===== src/rtl/drvg_pkg.sv =====
package drvg_pkg;

    localparam int COORD_W   = 32;
    localparam int SEG_W     = 7;
    localparam int PROD_W    = 66;
    localparam int CNT_W     = 6;

    localparam logic [SEG_W-1:0] MAX_SEG   = 7'd64;
    localparam logic [SEG_W-1:0] SEG_RESET = 7'd20;
    localparam logic signed [31:0] COS_RESET = 32'sd1021189159;
    localparam logic signed [31:0] SIN_RESET = 32'sd331804471;

    localparam logic signed [31:0] ONE_Q30  = 32'sd1073741824;
    localparam logic signed [31:0] DIAG_Q30 = 32'sd759250125;
    localparam logic signed [31:0] EPS_COMP = 32'sd10737;
    localparam logic [63:0] DIR_EPS_SQ = 64'd42949;
    localparam logic [63:0] TAN_EPS_SQ = 64'd11529215046068;
    localparam logic [63:0] TAN_MIN_SQ = 64'd115292150460685;

    localparam logic [CNT_W-1:0] SQRT_LAST = 6'd31;
    localparam logic [CNT_W-1:0] DIV_LAST  = 6'd30;

    localparam logic [1:0] CFG_SEG = 2'd0;
    localparam logic [1:0] CFG_COS = 2'd1;
    localparam logic [1:0] CFG_SIN = 2'd2;

    localparam logic [1:0] AXIS_X    = 2'd0;
    localparam logic [1:0] AXIS_DIAG = 2'd1;
    localparam logic [1:0] AXIS_Z    = 2'd2;

    typedef enum logic [4:0] {
        OP_NONE, OP_LOAD, OP_SQ_VEC, OP_SUM_VEC, OP_EPS, OP_SHIFT, OP_SQ_U,
        OP_SUM_U, OP_SQRT, OP_DIV_INIT, OP_DIV, OP_DIV_END, OP_CROSS_MUL,
        OP_CROSS_SUB, OP_AXIS_NEXT, OP_ROT_INIT, OP_V_MUL1, OP_V_MUL2,
        OP_V_MUL3, OP_V_OUT
    } t_op;

    typedef enum logic [1:0] {
        X_AXIS, X_VEC, X_TAN
    } t_xsel;

    typedef enum logic [4:0] {
        S_IDLE, S_SQ, S_SUM, S_CHK, S_AXIS, S_EPS, S_SHIFT, S_USQ, S_USUM,
        S_SQRT, S_DIVI, S_DIV, S_DIVE, S_CR1M, S_CR1S, S_CR2M, S_CR2S,
        S_CR3M, S_CR3S, S_ROT, S_VM1, S_VM2, S_VM3, S_VOUT
    } t_state;

    typedef struct packed {
        t_op   op;
        logic  tgt_tan;
        t_xsel xsel;
    } t_cmd;

    typedef struct packed {
        logic eps_hit;
        logic u_low;
        logic tan_ok;
        logic seg_zero;
        logic last;
        logic out_free;
    } t_sts;

    function automatic logic signed [31:0] axis_comp(input logic [1:0] idx,
                                                     input logic [1:0] j);
        logic signed [31:0] v;
        v = 32'sd0;
        unique case (idx)
            AXIS_X:    v = (j == 2'd0) ? ONE_Q30 : 32'sd0;
            AXIS_DIAG: v = (j == 2'd1) ? 32'sd0 : DIAG_Q30;
            default:   v = (j == 2'd2) ? ONE_Q30 : 32'sd0;
        endcase
        return v;
    endfunction

    function automatic logic signed [31:0] sat32(input logic signed [37:0] x);
        logic signed [31:0] r;
        if (x > 38'sd2147483647)
            r = 32'sh7fffffff;
        else if (x < -38'sd2147483648)
            r = 32'sh80000000;
        else
            r = x[31:0];
        return r;
    endfunction

    function automatic logic signed [32:0] mag33(input logic signed [31:0] x);
        logic signed [32:0] e;
        e = {x[31], x};
        return x[31] ? -e : e;
    endfunction

endpackage


===== src/rtl/drvg_ctrl.sv =====
module drvg_ctrl (
    input  logic           i_clk,
    input  logic           i_rst_n,
    input  logic           i_valid,
    input  drvg_pkg::t_sts i_sts,
    output drvg_pkg::t_cmd o_cmd,
    output logic           o_busy
);

    drvg_pkg::t_state r_state, n_state;
    logic r_tgt, n_tgt;
    logic [drvg_pkg::CNT_W-1:0] r_cnt, n_cnt;

    always_ff @(posedge i_clk) begin
        if (!i_rst_n) begin
            r_state <= drvg_pkg::S_IDLE;
            r_tgt   <= 1'b0;
            r_cnt   <= '0;
        end else begin
            r_state <= n_state;
            r_tgt   <= n_tgt;
            r_cnt   <= n_cnt;
        end
    end

    always_comb begin
        n_state = r_state;
        n_tgt   = r_tgt;
        n_cnt   = r_cnt;
        unique case (r_state)
            drvg_pkg::S_IDLE: begin
                if (i_valid) begin
                    n_state = drvg_pkg::S_SQ;
                    n_tgt   = 1'b0;
                end
            end
            drvg_pkg::S_SQ:  n_state = drvg_pkg::S_SUM;
            drvg_pkg::S_SUM: n_state = drvg_pkg::S_CHK;
            drvg_pkg::S_CHK: begin
                if (r_tgt && !i_sts.tan_ok)
                    n_state = drvg_pkg::S_AXIS;
                else if (i_sts.eps_hit)
                    n_state = drvg_pkg::S_EPS;
                else
                    n_state = drvg_pkg::S_SHIFT;
            end
            drvg_pkg::S_AXIS: n_state = drvg_pkg::S_CR1M;
            drvg_pkg::S_EPS, drvg_pkg::S_DIVE: begin
                if (r_tgt) begin
                    n_state = drvg_pkg::S_CR3M;
                end else begin
                    n_state = drvg_pkg::S_CR1M;
                    n_tgt   = 1'b1;
                end
            end
            drvg_pkg::S_SHIFT: if (!i_sts.u_low) n_state = drvg_pkg::S_USQ;
            drvg_pkg::S_USQ: n_state = drvg_pkg::S_USUM;
            drvg_pkg::S_USUM: begin
                n_state = drvg_pkg::S_SQRT;
                n_cnt   = '0;
            end
            drvg_pkg::S_SQRT: begin
                n_cnt = r_cnt + 1'b1;
                if (r_cnt == drvg_pkg::SQRT_LAST) n_state = drvg_pkg::S_DIVI;
            end
            drvg_pkg::S_DIVI: begin
                n_state = drvg_pkg::S_DIV;
                n_cnt   = '0;
            end
            drvg_pkg::S_DIV: begin
                n_cnt = r_cnt + 1'b1;
                if (r_cnt == drvg_pkg::DIV_LAST) n_state = drvg_pkg::S_DIVE;
            end
            drvg_pkg::S_CR1M: n_state = drvg_pkg::S_CR1S;
            drvg_pkg::S_CR1S: n_state = drvg_pkg::S_CR2M;
            drvg_pkg::S_CR2M: n_state = drvg_pkg::S_CR2S;
            drvg_pkg::S_CR2S: n_state = drvg_pkg::S_SQ;
            drvg_pkg::S_CR3M: n_state = drvg_pkg::S_CR3S;
            drvg_pkg::S_CR3S: n_state = drvg_pkg::S_ROT;
            drvg_pkg::S_ROT: begin
                n_state = i_sts.seg_zero ? drvg_pkg::S_IDLE : drvg_pkg::S_VM1;
            end
            drvg_pkg::S_VM1: n_state = drvg_pkg::S_VM2;
            drvg_pkg::S_VM2: n_state = drvg_pkg::S_VM3;
            drvg_pkg::S_VM3: n_state = drvg_pkg::S_VOUT;
            drvg_pkg::S_VOUT: begin
                if (i_sts.out_free)
                    n_state = i_sts.last ? drvg_pkg::S_IDLE : drvg_pkg::S_VM1;
            end
            default: n_state = drvg_pkg::S_IDLE;
        endcase
    end

    always_comb begin
        o_cmd.op      = drvg_pkg::OP_NONE;
        o_cmd.tgt_tan = r_tgt;
        o_cmd.xsel    = drvg_pkg::X_AXIS;
        o_busy        = (r_state != drvg_pkg::S_IDLE);
        unique case (r_state)
            drvg_pkg::S_IDLE: if (i_valid) o_cmd.op = drvg_pkg::OP_LOAD;
            drvg_pkg::S_SQ:   o_cmd.op = drvg_pkg::OP_SQ_VEC;
            drvg_pkg::S_SUM:  o_cmd.op = drvg_pkg::OP_SUM_VEC;
            drvg_pkg::S_AXIS: o_cmd.op = drvg_pkg::OP_AXIS_NEXT;
            drvg_pkg::S_EPS:  o_cmd.op = drvg_pkg::OP_EPS;
            drvg_pkg::S_SHIFT: if (i_sts.u_low) o_cmd.op = drvg_pkg::OP_SHIFT;
            drvg_pkg::S_USQ:  o_cmd.op = drvg_pkg::OP_SQ_U;
            drvg_pkg::S_USUM: o_cmd.op = drvg_pkg::OP_SUM_U;
            drvg_pkg::S_SQRT: o_cmd.op = drvg_pkg::OP_SQRT;
            drvg_pkg::S_DIVI: o_cmd.op = drvg_pkg::OP_DIV_INIT;
            drvg_pkg::S_DIV:  o_cmd.op = drvg_pkg::OP_DIV;
            drvg_pkg::S_DIVE: o_cmd.op = drvg_pkg::OP_DIV_END;
            drvg_pkg::S_CR1M: o_cmd.op = drvg_pkg::OP_CROSS_MUL;
            drvg_pkg::S_CR2M: begin
                o_cmd.op   = drvg_pkg::OP_CROSS_MUL;
                o_cmd.xsel = drvg_pkg::X_VEC;
            end
            drvg_pkg::S_CR3M: begin
                o_cmd.op   = drvg_pkg::OP_CROSS_MUL;
                o_cmd.xsel = drvg_pkg::X_TAN;
            end
            drvg_pkg::S_CR1S, drvg_pkg::S_CR2S, drvg_pkg::S_CR3S:
                o_cmd.op = drvg_pkg::OP_CROSS_SUB;
            drvg_pkg::S_ROT:  o_cmd.op = drvg_pkg::OP_ROT_INIT;
            drvg_pkg::S_VM1:  o_cmd.op = drvg_pkg::OP_V_MUL1;
            drvg_pkg::S_VM2:  o_cmd.op = drvg_pkg::OP_V_MUL2;
            drvg_pkg::S_VM3:  o_cmd.op = drvg_pkg::OP_V_MUL3;
            // products are recomputed while the output register is full
            drvg_pkg::S_VOUT: o_cmd.op = i_sts.out_free ? drvg_pkg::OP_V_OUT
                                                        : drvg_pkg::OP_V_MUL3;
            default: o_cmd.op = drvg_pkg::OP_NONE;
        endcase
    end

    assert property (@(posedge i_clk) disable iff (!i_rst_n)
        (r_state == drvg_pkg::S_SQRT) |-> (r_cnt <= drvg_pkg::SQRT_LAST))
        else $error("sqrt step count overrun");
    assert property (@(posedge i_clk) disable iff (!i_rst_n)
        (r_state == drvg_pkg::S_DIV) |-> (r_cnt <= drvg_pkg::DIV_LAST))
        else $error("divide step count overrun");
    assert property (@(posedge i_clk) disable iff (!i_rst_n)
        (r_state == drvg_pkg::S_CR3M) |-> r_tgt)
        else $error("bitangent built before tangent");

endmodule


===== config.mk =====
export PLATFORM = sky130hd
export DESIGN_NAME = drvg_ctrl
export DESIGN_NICKNAME = d
export VERILOG_FILES = /design/src/rtl/drvg_pkg.sv /design/src/rtl/drvg_ctrl.sv
export SDC_FILE = /design/constraint.sdc
export NUM_CORES = 1
export LEC_CHECK = 0
export BUFFER_PORTS_ARGS = -buffer_cell sky130_fd_sc_hd__buf_2
export CAP_MARGIN = 20
export CORE_ASPECT_RATIO = 0.6
export CORE_MARGIN = 2
export CORE_UTILIZATION = 35
export CTS_BUF_LIST = sky130_fd_sc_hd__clkbuf_8
export CTS_CLUSTER_DIAMETER = 80
export CTS_CLUSTER_SIZE = 12
export DETAILED_ROUTE_END_ITERATION = 6
export GPL_TIMING_DRIVEN = 0
export HOLD_SLACK_MARGIN = 0.02
export PLACE_DENSITY = 0.56
export SLEW_MARGIN = 30
export SYNTH_ARGS = -nofsm -noshare
export SYNTH_HDL_FRONTEND = slang
export SYNTH_SLANG_ARGS = --single-unit
export TNS_END_PERCENT = 1

===== constraint.sdc =====
create_clock -name i_clk -period 2.7 [get_ports i_clk]
set_input_delay 0.27 -clock i_clk [delete_from_list [all_inputs] [get_ports i_clk]]
set_output_delay 0.27 -clock i_clk [all_outputs]
set_load 0.02 [all_outputs]

After elaboration in Yosys (flattened, before gate mapping)
Cells that the tools add are included.
W data, S select, Z words.
{ "op_classes": {"reduce_logical": 13, "n_mux": 19, "eq_ne": 30, "n_addsub": 1} }
{ "ops": {"columns": ["operator", "count"], "rows": [
  ["$pmux W5 S23", 1],
  ["$pmux W5 S19", 1],
  ["$eq A5 B4 Y1 const B", 8],
  ["$eq A5 B5 Y1 const B", 8],
  ["$mux W5", 8],
  ["$eq A5 B3 Y1 const B", 4],
  ["$eq A6 B5 Y1 const B", 2],
  ["$pmux W6 S2", 1],
  ["$eq A5 B2 Y1 const B", 2],
  ["$ne A2 B2 Y1 const B", 5],
  ["$add A6 B1 Y6 const B", 1],
  ["$reduce_or A2 Y1", 3],
  ["$reduce_or A3 Y1", 2],
  ["$eq A5 B1 Y1 const B", 1],
  ["$logic_not A5 Y1", 1],
  ["$reduce_and A5 Y1", 1],
  ["$reduce_bool A5 Y1", 1],
  ["$mux W2", 2],
  ["$pmux W2 S2", 1],
  ["$reduce_bool A2 Y1", 2],
  ["$mux W1", 3],
  ["$mux W3", 1],
  ["$pmux W1 S2", 1],
  ["$reduce_and A2 Y1", 1],
  ["2 further kinds", 2]
]} }
{ "word_totals": {"wordCells": 66, "regBits": 12, "output_inout_bits": 9} }

Longest topological paths before layout
{ "depth": {"ltp_word": 4, "ltp_mapped": 7} }

Worst setup path after synthesis
No wires, ideal clock.
{ "synth_path": {"path_type": "reg-to-output", "startpoint": "register r_state[2]", "endpoint": "output port o_cmd[4] (netlist bit)", "path_stages_with_launch": 6, "arrival_ns": 1.556, "required_time_ns": 2.430, "path_slack_ns": 0.874, "cell_sequence": "dfxtp_1 -> buf_2 -> buf_1 -> nor2_1 -> xnor2_1 -> o31ai_1"} }
{ "synth_lines": {"columns": ["element", "line_no", "text"], "rows": [
  ["from (decl)", "drvg_ctrl.sv:10", "drvg_pkg::t_state r_state, n_state;"],
  ["from (signal assigned)", "drvg_ctrl.sv:16", "r_state <= drvg_pkg::S_IDLE;"],
  ["from (signal assigned)", "drvg_ctrl.sv:20", "r_state <= n_state;"],
  ["to (decl)", "drvg_ctrl.sv:6", "output drvg_pkg::t_cmd o_cmd,"]
]} }

==> summary.txt <==
Status: complete, no violations
Cell taking the most area after synthesis: dfxtp_1
Die area: 3300 um2
Netlist cell types: 43
Diode count: 0
Die X-Extent: 72.8 um
Drt first pass iters: 5
Number of global-route vias before repair: 950
Most instantiated cells after synthesis: nor2_1, nand2_1, dfxtp_1
PnR worst setup slack: 0.519 ns
Die Ht: 45.3 um
Min cycle time layout: 2.18 ns
Initial DRC Count: 166
Static Leak: 0.485 nW
Final setup violation count: 0
Cell with the most instances after synthesis: nor2_1
Met2 Use GR: 24.7%
Switching pwr: 0.392 mW
Total detailed-routing wirelength: 2890 um
Reg clk slew, reported paths: 0.05 ns
Most used cell, CP: buf_2
DR DRC count: 0
Worst R2R End: r_state[1]
Mapped Cells: 141
Critical Path, Cell by Cell: buf_2 > buf_1 > nor2_1 > xnor2_1 > o31ai_1 > buf_2
Setup TNS: 0 ns
Cts bufs inserted: 3
CP Capture Type: primary output
Hold Slack: 0.292 ns
Clk pwr share: 21.6%
Vias after detailed routing: 1118
Syn_nets: 152
GRT Overall Usage: 18.6%
Flop pwr share: 22.7%
Latest clock arrival within the worst-skew pair: 0.24 ns
P&R area growth vs syn: 18.1%
Post-CTS Resized: 0
Mapped Avg Cell Area: 7.05 um2
Routed len/inst: 14.9 um
CP max stage cell: buf_1
# H-tree levels: 1
Routed Antenna Nets: 0
Data arrival, critical path: 1.91 ns
Worst R2R Path Depth: 6
Sw frac: 43.8%
Largest stage delay on the critical path: 0.37 ns
Fin nets: 174
Post-CTS setup repair buffer count: 0
Critical R2R Launch: r_state[4]
Max-slew headroom: 61.3%
Sink Count: 12
IO Pins: 18
Synth Warn #: 0
Reg2Reg Setup Slack: 0.86 ns
TritonCTS clock tree: done
Number of flops mapped to enable cells by yosys: 0
Top cells by area, synth: dfxtp_1, nor2_1, nand2_1, xnor2_1, a21oi_1
Area of the multi-input gates: 676 um2
Maximum VDD drop: 0.373 mV
Netlist area before placement: 995 um2
Pin count of the biggest net entering global routing: 11
Root Driver: clkbuf_8
First-pass GRT wire length: 4650 um
Area occupied by registers: 240 um2
Setup Skew: 0.00163 ns
Initial core utilization: 38.4%
Hpwl dp: 2230 um
Final GP Congestion: 0.916
Crit path required time: 2.43 ns
Port bufs: 17
Flops & latches, synth: 12
Hold EP: r_state[0]
Hold-fix buffers, CTS: 0
DR vias/cell: 5.76
Final count of hold timing violations: 0
Global route overflow: 0
Primary FF master, synth: dfxtp_1
Most used routing layer: met1
Worst Hold Class: in -> reg
Share of the synthesized area in the top cell type: 24.2%
CORE AREA: 2590 um2
Max cap viols: 0
HP Start: i_rst_n
Critical path startpoint category: register
Crit Path Category: reg -> out
Peak fanout along the critical path: 10
FFs w/ async S/R, synth: 0%
Met1 Track Usage GR: 29.4%
Final Cycle Share: 80.8%
Fillers: 279
Met3 Use GR: 5.80%
Row cnt: 14
Proportion of layout cells with a drive suffix above 1: 17.9%
Comb power frac: 55.8%
Max frequency: 459 MHz
Seq/Total Area, Yosys: 24.2%
Worst-Margin Slew: 0.575 ns
Hold depth: 2
Clk buf depth: 2
Pint: 0.503 mW
PD cells: 761 nW/um2
Initial antenna violation count: 0
RSZ-0062 raised after global routing: false
Place WS: 0.809 ns
Max-slew violations: 0
## layout make-up
type / instances / area share, %
tap: 32 / 3.41
clock buffer: 4 / 4.69
multi-input combinational: 112 / 57.5
sequential: 12 / 20.4
timing repair buffer: 17 / 7.24
inverter: 5 / 1.60
buffer: 12 / 5.11
## registers in the layout (all words and copies together), names as in the netlist
name,flops
r_cnt,6
r_state,5
r_tgt,1
## per-layer routing
layer	wire length (um)	up-vias
li1	-	554
met1	1470	494
met2	1040	70
met3	378	0
met4	0	0
met5	0	-
## worst max-delay path by stage
stage          startpoint        to
3_3_place_gp   r_state[2]  o_cmd[4]
3_5_place_dp   r_state[2]  o_cmd[4]
4_1_cts        r_state[2]  o_cmd[4]
2_1_floorplan  r_state[2]  o_cmd[4]
6_report       r_state[2]  o_cmd[4]
5_1_grt        r_state[2]  o_cmd[4]
## cells in the final DEF (no fill, tap or decap), drive strengths merged, types with 2 or more instances in the layout
cell and count:
a21oi 7, and3 2, o21ai 7, nand3 5
a311oi 2, nor2b 5, xor2 3, o31ai 2
nor3 5, a31oi 5, xnor2 5, a221o 2
mux2i 2, nand4 3, buf 25, nand2 15
ha 2, o21a 2, clkbuf 8, dfxtp 12
o22ai 2, nor2 18, inv 5, or4 2
## metrics by stage
stage	util (%)	instance area [um2]	instances	power (mW)
4_1_cts	45.3	1170	194	0.889
2_1_floorplan	-	995	141	0.569
6_report	45.3	1170	194	0.894
5_1_grt	45.3	1170	194	0.955
3_3_place_gp	43.2	1120	190	0.695
3_5_place_dp	43.2	1120	190	0.692
## critical path: cells and delay by family (launching register included)
kind                      cells  cell delay (ns)
buffers and inverters         3             0.82
and+or+nand+nor               1             0.14
xor gates and xnor gates      1             0.14
AOI/OAI and AO/OA             1             0.23
DFF                           1             0.35
## power groups by stage
stage / Sequential, mW / Clock [mW] / Combinational, mW
6_report: 0.203 / 0.193 / 0.499
5_1_grt: 0.204 / 0.211 / 0.540
4_1_cts: 0.202 / 0.197 / 0.489
3_5_place_dp: 0.206 / 0 / 0.486
3_3_place_gp: 0.206 / 0 / 0.489
2_1_floorplan: 0.205 / 0 / 0.364
## cells by family (layout without fill, tap and decap cells)
logic type | after synthesis | after routing | synth area share, %
and+or+nand+nor | 63 | 63 | 31.2
AOI/OAI and AO/OA | 37 | 37 | 25.2
buffers and inverters | 17 | 38 | 7.92
DFF | 12 | 12 | 24.2
xor gates and xnor gates | 8 | 8 | 7.04
adders and majority gates | 2 | 2 | 2.52
muxes | 2 | 2 | 2.01
No activity file was read; power rests on OpenSTA's default activity.
